--- src/design/r4bf_queue.sv ---
`default_nettype none
module r4bf_queue #(
    parameter int W = 8
) (
    input  logic         i_clk,
    input  logic         i_rst_n,
    input  logic         i_push,
    input  logic [W-1:0] i_data,
    output logic         o_full,
    input  logic         i_pop,
    output logic [W-1:0] o_data,
    output logic         o_empty
);
    logic [W-1:0] r_slot [2];
    logic         r_wp;
    logic         r_rp;
    logic [1:0]   r_cnt;

    assign o_full  = (r_cnt == 2'd2);
    assign o_empty = (r_cnt == 2'd0);
    assign o_data  = r_slot[r_rp];

    always_ff @(posedge i_clk) begin
        if (!i_rst_n) begin
            r_wp  <= 1'b0;
            r_rp  <= 1'b0;
            r_cnt <= 2'd0;
        end else begin
            if (i_push) begin
                r_wp <= ~r_wp;
            end
            if (i_pop) begin
                r_rp <= ~r_rp;
            end
            r_cnt <= r_cnt + {1'b0, i_push} - {1'b0, i_pop};
        end
    end

    always_ff @(posedge i_clk) begin
        if (i_push) begin
            r_slot[r_wp] <= i_data;
        end
    end

endmodule
`default_nettype wire

--- config.mk ---
export PLATFORM = sky130hd
export DESIGN_NAME = r4bf_queue
export DESIGN_NICKNAME = d
export VERILOG_FILES = /design/src/design/r4bf_queue.sv
export SDC_FILE = /design/constraint.sdc
export NUM_CORES = 1
export LEC_CHECK = 0
export ABC_CLOCK_PERIOD_IN_PS = 1200
export BUFFER_PORTS_ARGS = -buffer_cell sky130_fd_sc_hd__buf_4
export CAP_MARGIN = 0
export CELL_PAD_IN_SITES_DETAIL_PLACEMENT = 1
export CELL_PAD_IN_SITES_GLOBAL_PLACEMENT = 1
export CORE_MARGIN = 1.5
export CORE_UTILIZATION = 36
export CTS_CLUSTER_SIZE = 8
export DETAILED_ROUTE_END_ITERATION = 12
export HOLD_SLACK_MARGIN = 0.03
export PLACE_DENSITY = 0.81
export SLEW_MARGIN = 20
export SYNTH_ARGS = -nofsm -noshare
export SYNTH_HDL_FRONTEND = slang
export SYNTH_SLANG_ARGS = --single-unit
--- constraint.sdc ---
create_clock -name i_clk -period 1.2 [get_ports i_clk]
set_input_delay 0.36 -clock i_clk [delete_from_list [all_inputs] [get_ports i_clk]]
set_output_delay 0.36 -clock i_clk [all_outputs]
set_load 0.03 [all_outputs]
==> qor.csv <==
metric,value,unit
cts_inserted_buffers,3,
grt_max_degree,13,
synthTopCellsByArea,"edfxtp_1 (60%), dfxtp_1 (13%), mux2_2 (11%)",
syn_area,801,um^2
hold_buffers,0,
cp_data_required_time,0.84,ns
die-area,2520,um^2
antenna_found_initial,0,
clock_skew,0.00360,ns
ir_drop,0.973,mV
crit_type,reg -> out,
max_cap_violations,0,
clock_latency,0.29,ns
synthToLayoutAreaGrowth,47.7,%
wl_per_cell,14.4,um
reg2reg_slack,-0.11,ns
vias,460,
htreeDepth,1,
crit_path_end_kind,output pin,
synth_seq_area_share,0.725,
synth_largest_area_cell,edfxtp_1,
cp.arrival,1.23,ns
grt_pass1_wl,2500,um
syn_avg_cell_area,17.4,um^2
setup_viol,11,
crit_fanout,5,
place_area,1020,um^2
cp-start-kind,flop,
grtUsageTotal,0.137,
syn-num-nets,60,
fin_util,0.585,
clockBufferDepth,2,
violations,negative setup slack,
design_area,1180,um^2
power_leakage,0.000486,uW
cts_sinks,21,
timing.setup.tns,-3.46,ns
rr_startpoint,r_cnt[0]$_SDFF_PN0_,
die_w,50.2,um
nNetsFinal,91,
relSlewSlack,0.746,
synth_top_area_share,0.600,
tritoncts,built,
yosys_register_bits,21,
wirelength,1490,um
die_height,50.2,um
grt-ovfl-total,0,
slew_violations,0,
start_util,0.396,
rsz0062_at_grt,yes,
antenna_left,0,
status,"finished, violations left",
powerDensity,1430,nW/um^2
period_share,1.32,
place.gp.congestion,0.652,
cts_root_buf,clkbuf_4,
yosys.cell_types.count,12,
drt_iter0_drc,0,
antenna_cells,0,
core.rowCount,16,
portBuffers,21,
hold_path_class,in -> reg,
grt_pass1_vias,532,
synth_cells,46,
clkTransAtPathRegs,0.11,ns
ys_warn_count,0,
hold_violations,0,
hpwlAfterDp,1060,um
post-route-min-period,1.59,ns
drive_gt1_frac,0.632,
hold_start,i_data[5],
drc,0,
worst_pin_slew,0.381,ns
whs,0.246,ns
dr.pass1.iters,1,
ios,22,
via_per_inst,4.47,
coreArea,2020,um^2
layout_setup_ws,-0.389,ns
fillers,196,
max_freq,629,MHz
[power breakdown]
group	switching (uW)	leakage, uW	internal, uW
Sequential	35.6	0.000193	841
Clock	200	0.0000177	124
Combinational	224	0.000276	266
Total	459	0.000486	1230
[cell type report]
cell class	count	area, um^2	area share
sequential	21	584	0.494
multi-input combinational	22	273	0.231
timing repair buffer	27	251	0.213
clock inverter	1	5.00	0.00423
inverter	2	12.5	0.0106
clock buffer	3	22.5	0.0190
tap	27	33.8	0.0286
[kinds of logic (layout without fill, tap and decap cells)]
| kind of cell | Yosys count | in the layout | share of synthesized area |
|---|---|---|---|
| DFF | 21 | 21 | 0.725 |
| buffers and inverters | 3 | 33 | 0.0156 |
| xor gates and xnor gates | 2 | 2 | 0.0391 |
| and+or+nand+nor | 9 | 9 | 0.0672 |
| adders and majority gates | 2 | 2 | 0.0312 |
| AOI/OAI and AO/OA | 1 | 1 | 0.00938 |
| muxes | 8 | 8 | 0.113 |
[cells in the mapped netlist]
library cell and count:
nor2_1 1, buf_2 1, and2_1 4, inv_1 2, o21a_1 1, edfxtp_1 16, dfxtp_1 5, xor2_1 1
nor2b_1 4, ha_1 2, mux2_2 8, xnor3_1 1
[cell usage in the layout (no fill, tap or decap), drive strengths merged]
| master | synthesis | final |
|---|---|---|
| and2 | 4 | 4 |
| buf | 1 | 27 |
| clkbuf | 0 | 3 |
| clkinv | 0 | 1 |
| dfxtp | 5 | 5 |
| edfxtp | 16 | 16 |
| ha | 2 | 2 |
| inv | 2 | 2 |
| mux2 | 8 | 8 |
| nor2 | 1 | 1 |
| nor2b | 4 | 4 |
| o21a | 1 | 1 |
| xnor3 | 1 | 1 |
| xor2 | 1 | 1 |
[layer usage]
layer	track usage	share of wire
met1	0.135	0.37
met2	0.283	0.57
met5	0	0
met3	0.0298	0.045
met4	0.0278	0.011
[what timing repair did]
action                                  in CTS  in global routing
endpoints found under the setup margin      11                 11
resized for setup                           30                  4
pin swaps                                    1                  2
buffers inserted                             0                  1
[registers in the layout (all words and copies together), names as in the netlist, named ones only]
signal,cells
r_wp,1
r_cnt,2
r_slot,16
r_rp,1
[worst max-delay path: stages (launching register included)]
cell and delay [ns]:
dfxtp_2 0.36, buf_6 0.13, mux2_4 0.31, buf_6 0.14
[stage by stage]
step | cells | worst slack, ns | power (uW)
finish | 103 | -0.389 | 1690
global route | 103 | -0.430 | 1770
CTS | 102 | -0.402 | 1670
detailed placement | 98 | -0.196 | 1260
global placement | 98 | -0.110 | 1240
floorplan | 46 | -0.0402 | 1100
[final timing paths]
check | depth (start not counted) | endpoint
setup reg to reg | 7 | r_cnt[1]$_SDFF_PN0_
hold reg to reg | 2 | flop
setup / recovery | 3 | o_data[5]
hold / removal | 1 | r_slot[1][5]$_DFFE_PP_
No activity file was read; power rests on OpenSTA's default activity.
