[src/design/r4bf_pkg.sv]
`default_nettype none
package r4bf_pkg;

    localparam int BF_IDX_W  = 8;
    localparam int OUT_IDX_W = 10;
    localparam int TADDR_W   = 10;
    localparam int CFG_W     = 4;
    localparam int CFG_IDX_W = 2;

    localparam logic REQ_LOAD = 1'b0;
    localparam logic REQ_BFLY = 1'b1;

    typedef enum logic [CFG_IDX_W-1:0] {
        CFG_PITCH  = 2'd0,
        CFG_GROUP  = 2'd1,
        CFG_STRIDE = 2'd2
    } t_cfg_idx;

    typedef struct packed {
        logic [CFG_W-1:0] pitch_log2;
        logic [CFG_W-1:0] group_len_log2;
        logic [CFG_W-1:0] stride_log2;
    } t_cfg;

endpackage
`default_nettype wire

[src/design/r4bf_front.sv]
`default_nettype none
module r4bf_front #(
    parameter int CB = 24,
    parameter int AW = 10
) (
    input  r4bf_pkg::t_cfg                        i_cfg,
    input  logic                                  i_req_type,
    input  logic [r4bf_pkg::BF_IDX_W-1:0]         i_butterfly_index,
    input  logic [r4bf_pkg::TADDR_W-1:0]          i_table_addr,
    input  logic [2*CB-1:0]                       i_sample_b,
    input  logic [2*CB-1:0]                       i_table_word,
    output logic                                  o_is_load,
    output logic [r4bf_pkg::OUT_IDX_W-1:0]        o_base,
    output logic [AW-1:0]                         o_addr_b,
    output logic [AW-1:0]                         o_addr_c,
    output logic [AW-1:0]                         o_addr_d,
    output logic [2*CB-1:0]                       o_word_b
);
    localparam int IW  = r4bf_pkg::BF_IDX_W;
    localparam int OW  = r4bf_pkg::OUT_IDX_W;
    localparam int SKW = IW + (1 << r4bf_pkg::CFG_W) + 1;
    localparam int TW  = (AW > r4bf_pkg::TADDR_W) ? AW : r4bf_pkg::TADDR_W;

    logic [IW-1:0]  k;
    logic [IW-1:0]  grp;
    logic [OW-1:0]  grp_ofs;
    logic [SKW-1:0] sk1;
    logic [SKW-1:0] sk2;
    logic [SKW-1:0] sk3;
    logic [TW-1:0]  taddr_ext;

    always_comb begin
        k         = i_butterfly_index & ~({IW{1'b1}} << i_cfg.pitch_log2);
        grp       = i_butterfly_index >> i_cfg.pitch_log2;
        grp_ofs   = OW'(grp) << i_cfg.group_len_log2;
        sk1       = SKW'(k) << i_cfg.stride_log2;
        sk2       = sk1 << 1;
        sk3       = sk2 + sk1;
        taddr_ext = TW'(i_table_addr);
        o_is_load = (i_req_type == r4bf_pkg::REQ_LOAD);
        o_base    = grp_ofs + OW'(k);
        // a load item reuses the first twiddle address and the b slot
        o_addr_b  = o_is_load ? taddr_ext[AW-1:0] : sk1[AW-1:0];
        o_addr_c  = sk2[AW-1:0];
        o_addr_d  = sk3[AW-1:0];
        o_word_b  = o_is_load ? i_table_word : i_sample_b;
    end

endmodule
`default_nettype wire

[config.mk]
export PLATFORM = sky130hd
export DESIGN_NAME = r4bf_front
export DESIGN_NICKNAME = d
export VERILOG_FILES = /design/src/design/r4bf_pkg.sv /design/src/design/r4bf_front.sv
export SDC_FILE = /design/constraint.sdc
export NUM_CORES = 1
export LEC_CHECK = 0
export ABC_AREA = 1
export BUFFER_PORTS_ARGS = -buffer_cell sky130_fd_sc_hd__buf_2
export CORE_UTILIZATION = 36
export DETAILED_ROUTE_END_ITERATION = 7
export GPL_ROUTABILITY_DRIVEN = 1
export PLACE_DENSITY = 0.87
export RECOVER_POWER = 50
export REMOVE_ABC_BUFFERS = 1
export SYNTH_ARGS = -nofsm -noshare
export SYNTH_HDL_FRONTEND = slang
export SYNTH_SLANG_ARGS = --single-unit
[constraint.sdc]
create_clock -name vclk -period 2.05
set_input_delay 0 -clock vclk [all_inputs]
set_output_delay 0 -clock vclk [all_outputs]
set_load 0.005 [all_outputs]
==> metrics.csv <==
metric,value,unit
die area,7150,um2
CP endpoint kind,output pin,
row count,29,
Overflow after GRT,0,
Seq Cell Count,0,
Clock Power Share,0,%
Reg power frac,0,%
crit path kind,in2out,
Min-Delay Path Class,in2out,
HPWL after detailed placement,9650,um
Mean Syn Cell Area,4.85,um2
P&R area growth vs syn,104,%
RSZ-0062 raised after global routing,true,
first-pass GRT wire length,18600,um
status,"finished, violations left",
wire per inst,16.4,um
Lkg Pwr,2.91,nW
Slew Limit Headroom,34.4,%
Clock buffer cells,0,
share of cells above drive strength 1,54.5,%
router iterations before antenna repair,7,
"Req. time, crit path",2.05,ns
largest net degree at the start of global routing,55,
Slew @ Worst Pin,0.984,ns
pwr/cell area,249,nW/um2
DR vias,4791,
Fin. Hold Viols,0,
most frequent cells in the layout,"nand2_1 (240), buf_2 (194), buf_4 (90)",
Ys Warns,0,
NetSw,0.000665,W
Max VDD drop,0.125,mV
"Max FO, Critical Path",4,
Total Routing Usage GR,31.5,%
total of max-cap violations,0,
failing checks,"design-rule violations, negative setup slack",
number of I/O pins,216,
DRT iter0 DRCs,437,
Starting Density,38.0,%
Residual DRC,8,
IO Port Bufs,215,
sequential share of the synthesized area,0,%
Routed Antenna Nets,0,
cells after synthesis,506,
Vias/cell,5.43,
core area,6460,um2
Final nets,953,
post-synthesis cell area,2450,um2
total power,0.00125,W
Max Clk Rate,0.426,GHz
setup ws final,-0.299,ns
sequential cell area,0,um2
Final Setup Violations,11,
switch share,53.2,%
Gate power share,100.0,%
pins over their slew limit,0,
GP Congestion,1.04,
diodes inserted,0,
Post-CTS Hold Buffers,0,
CP startpoint kind,input port,
DIE HEIGHT,84.6,um
Total Wirelength,14400,um
most common library cell in the layout ignoring fill and taps,nand2_1,
start point of the critical path,i_cfg[11],
die width,84.6,um
synth unique cells,37,
P_int,0.000585,W
CP Capture Point,o_addr_d[7],
initial antenna violation count,0,
vias in the first global route,3988,
Worst EP arrival,2.35,ns
"Min Clock Period, post-route",2.35,ns
final core occ,77.6,%
Final Cycle Share,115,%
-- kinds of logic (layout without fill, tap and decap cells) --
family	after synthesis	count (layout)	synth area share, %
adder cells (fa/ha/maj)	18	18	9.79
other	1	1	0.153
buffers and inverters	59	359	10.5
XOR/XNOR	12	12	4.28
AO/OA/AOI/OAI	53	53	13.4
AND/OR/NAND/NOR	363	363	61.9
-- Yosys cell counts (all sizes together), types with 2 or more instances --
cell | n | share of area [%]
a21boi | 2 | 1.5
a21oi | 18 | 3.8
a31oi | 4 | 1.0
buf | 8 | 2.5
clkbuf | 14 | 2.2
fa | 2 | 1.6
ha | 16 | 8.2
inv | 37 | 5.8
nand2 | 275 | 43
nand3 | 50 | 11
nand4 | 8 | 2.0
nor2 | 29 | 5.4
o21ai | 22 | 4.8
xnor2 | 4 | 1.4
xor2 | 8 | 2.9
-- routing by layer --
layer | track usage (%) | routed length, um | share of wire [%] | up-vias
met2 | 57.7 | 7140 | 49 | 330
met1 | 38.5 | 5250 | 36 | 2168
li1 | - | - | - | 2216
met3 | 3.44 | 1210 | 8.3 | 77
met5 | 0 | 0 | 0 | -
met4 | 9.71 | 848 | 5.9 | 0
-- stage by stage --
step / hold WS (ns) / cell area [um2] / std cells / worst slack, ns / setup TNS (ns)
CTS: 0.257 / 4440 / 861 / -0.0460 / -0.0947
floorplan: 0.0541 / 2340 / 484 / 0.0653 / 0
finish: 0.256 / 5010 / 883 / -0.299 / -1.23
global placement: 0.252 / 4090 / 852 / -0.240 / -1.62
detailed placement: 0.253 / 4090 / 852 / -0.307 / -2.32
global route: 0.280 / 5010 / 883 / -0.357 / -2.50
-- critical path, cell delays in order --
cell and delay [ns]:
buf_8 0.09, nor2_4 0.05, buf_6 0.11, a21boi_4 0.24
nand2_2 0.11, o21ai_4 0.09, o21ai_4 0.09, nor2_4 0.17
buf_6 0.14, ha_4 0.21, nand2_2 0.08, nand2_2 0.07
a31oi_4 0.19, inv_2 0.08, a21oi_2 0.13, nor2_1 0.07
nor2_1 0.15, xnor2_1 0.14, buf_2 0.13
-- cell type report --
class                      count  area, um2
inverter                      37        166
timing repair buffer         322       1960
fill                         459       1450
tap                           77       96.3
multi-input combinational    447       2790
-- worst min path at each step --
stage,from,endpoint,slack [ns],depth (start not counted)
global placement,i_table_word[28],o_word_b[28],0.25,4
floorplan,i_cfg[2],o_addr_c[8],0.05,1
global route,i_table_word[25],o_word_b[25],0.28,4
detailed placement,i_table_word[28],o_word_b[28],0.25,4
CTS,i_table_word[28],o_word_b[28],0.26,4
finish,i_table_word[28],o_word_b[28],0.26,4
-- power by group through the flow --
stage / Sequential (W) / Clock [W] / Combinational [W]
6_report: 0 / 0 / 0.00125
5_1_grt: 0 / 0 / 0.00133
4_1_cts: 0 / 0 / 0.00104
3_5_place_dp: 0 / 0 / 0.000946
3_3_place_gp: 0 / 0 / 0.000931
2_1_floorplan: 0 / 0 / 0.000418
-- timing repair --
item,in CTS,in global routing
gates resized for setup,67,100
gates cloned,0,1
endpoints found under the setup margin,13,12
setup buffers,9,22
hold endpoints to repair,0,0
pin swaps,31,55
(Power assumes the default switching activity.)
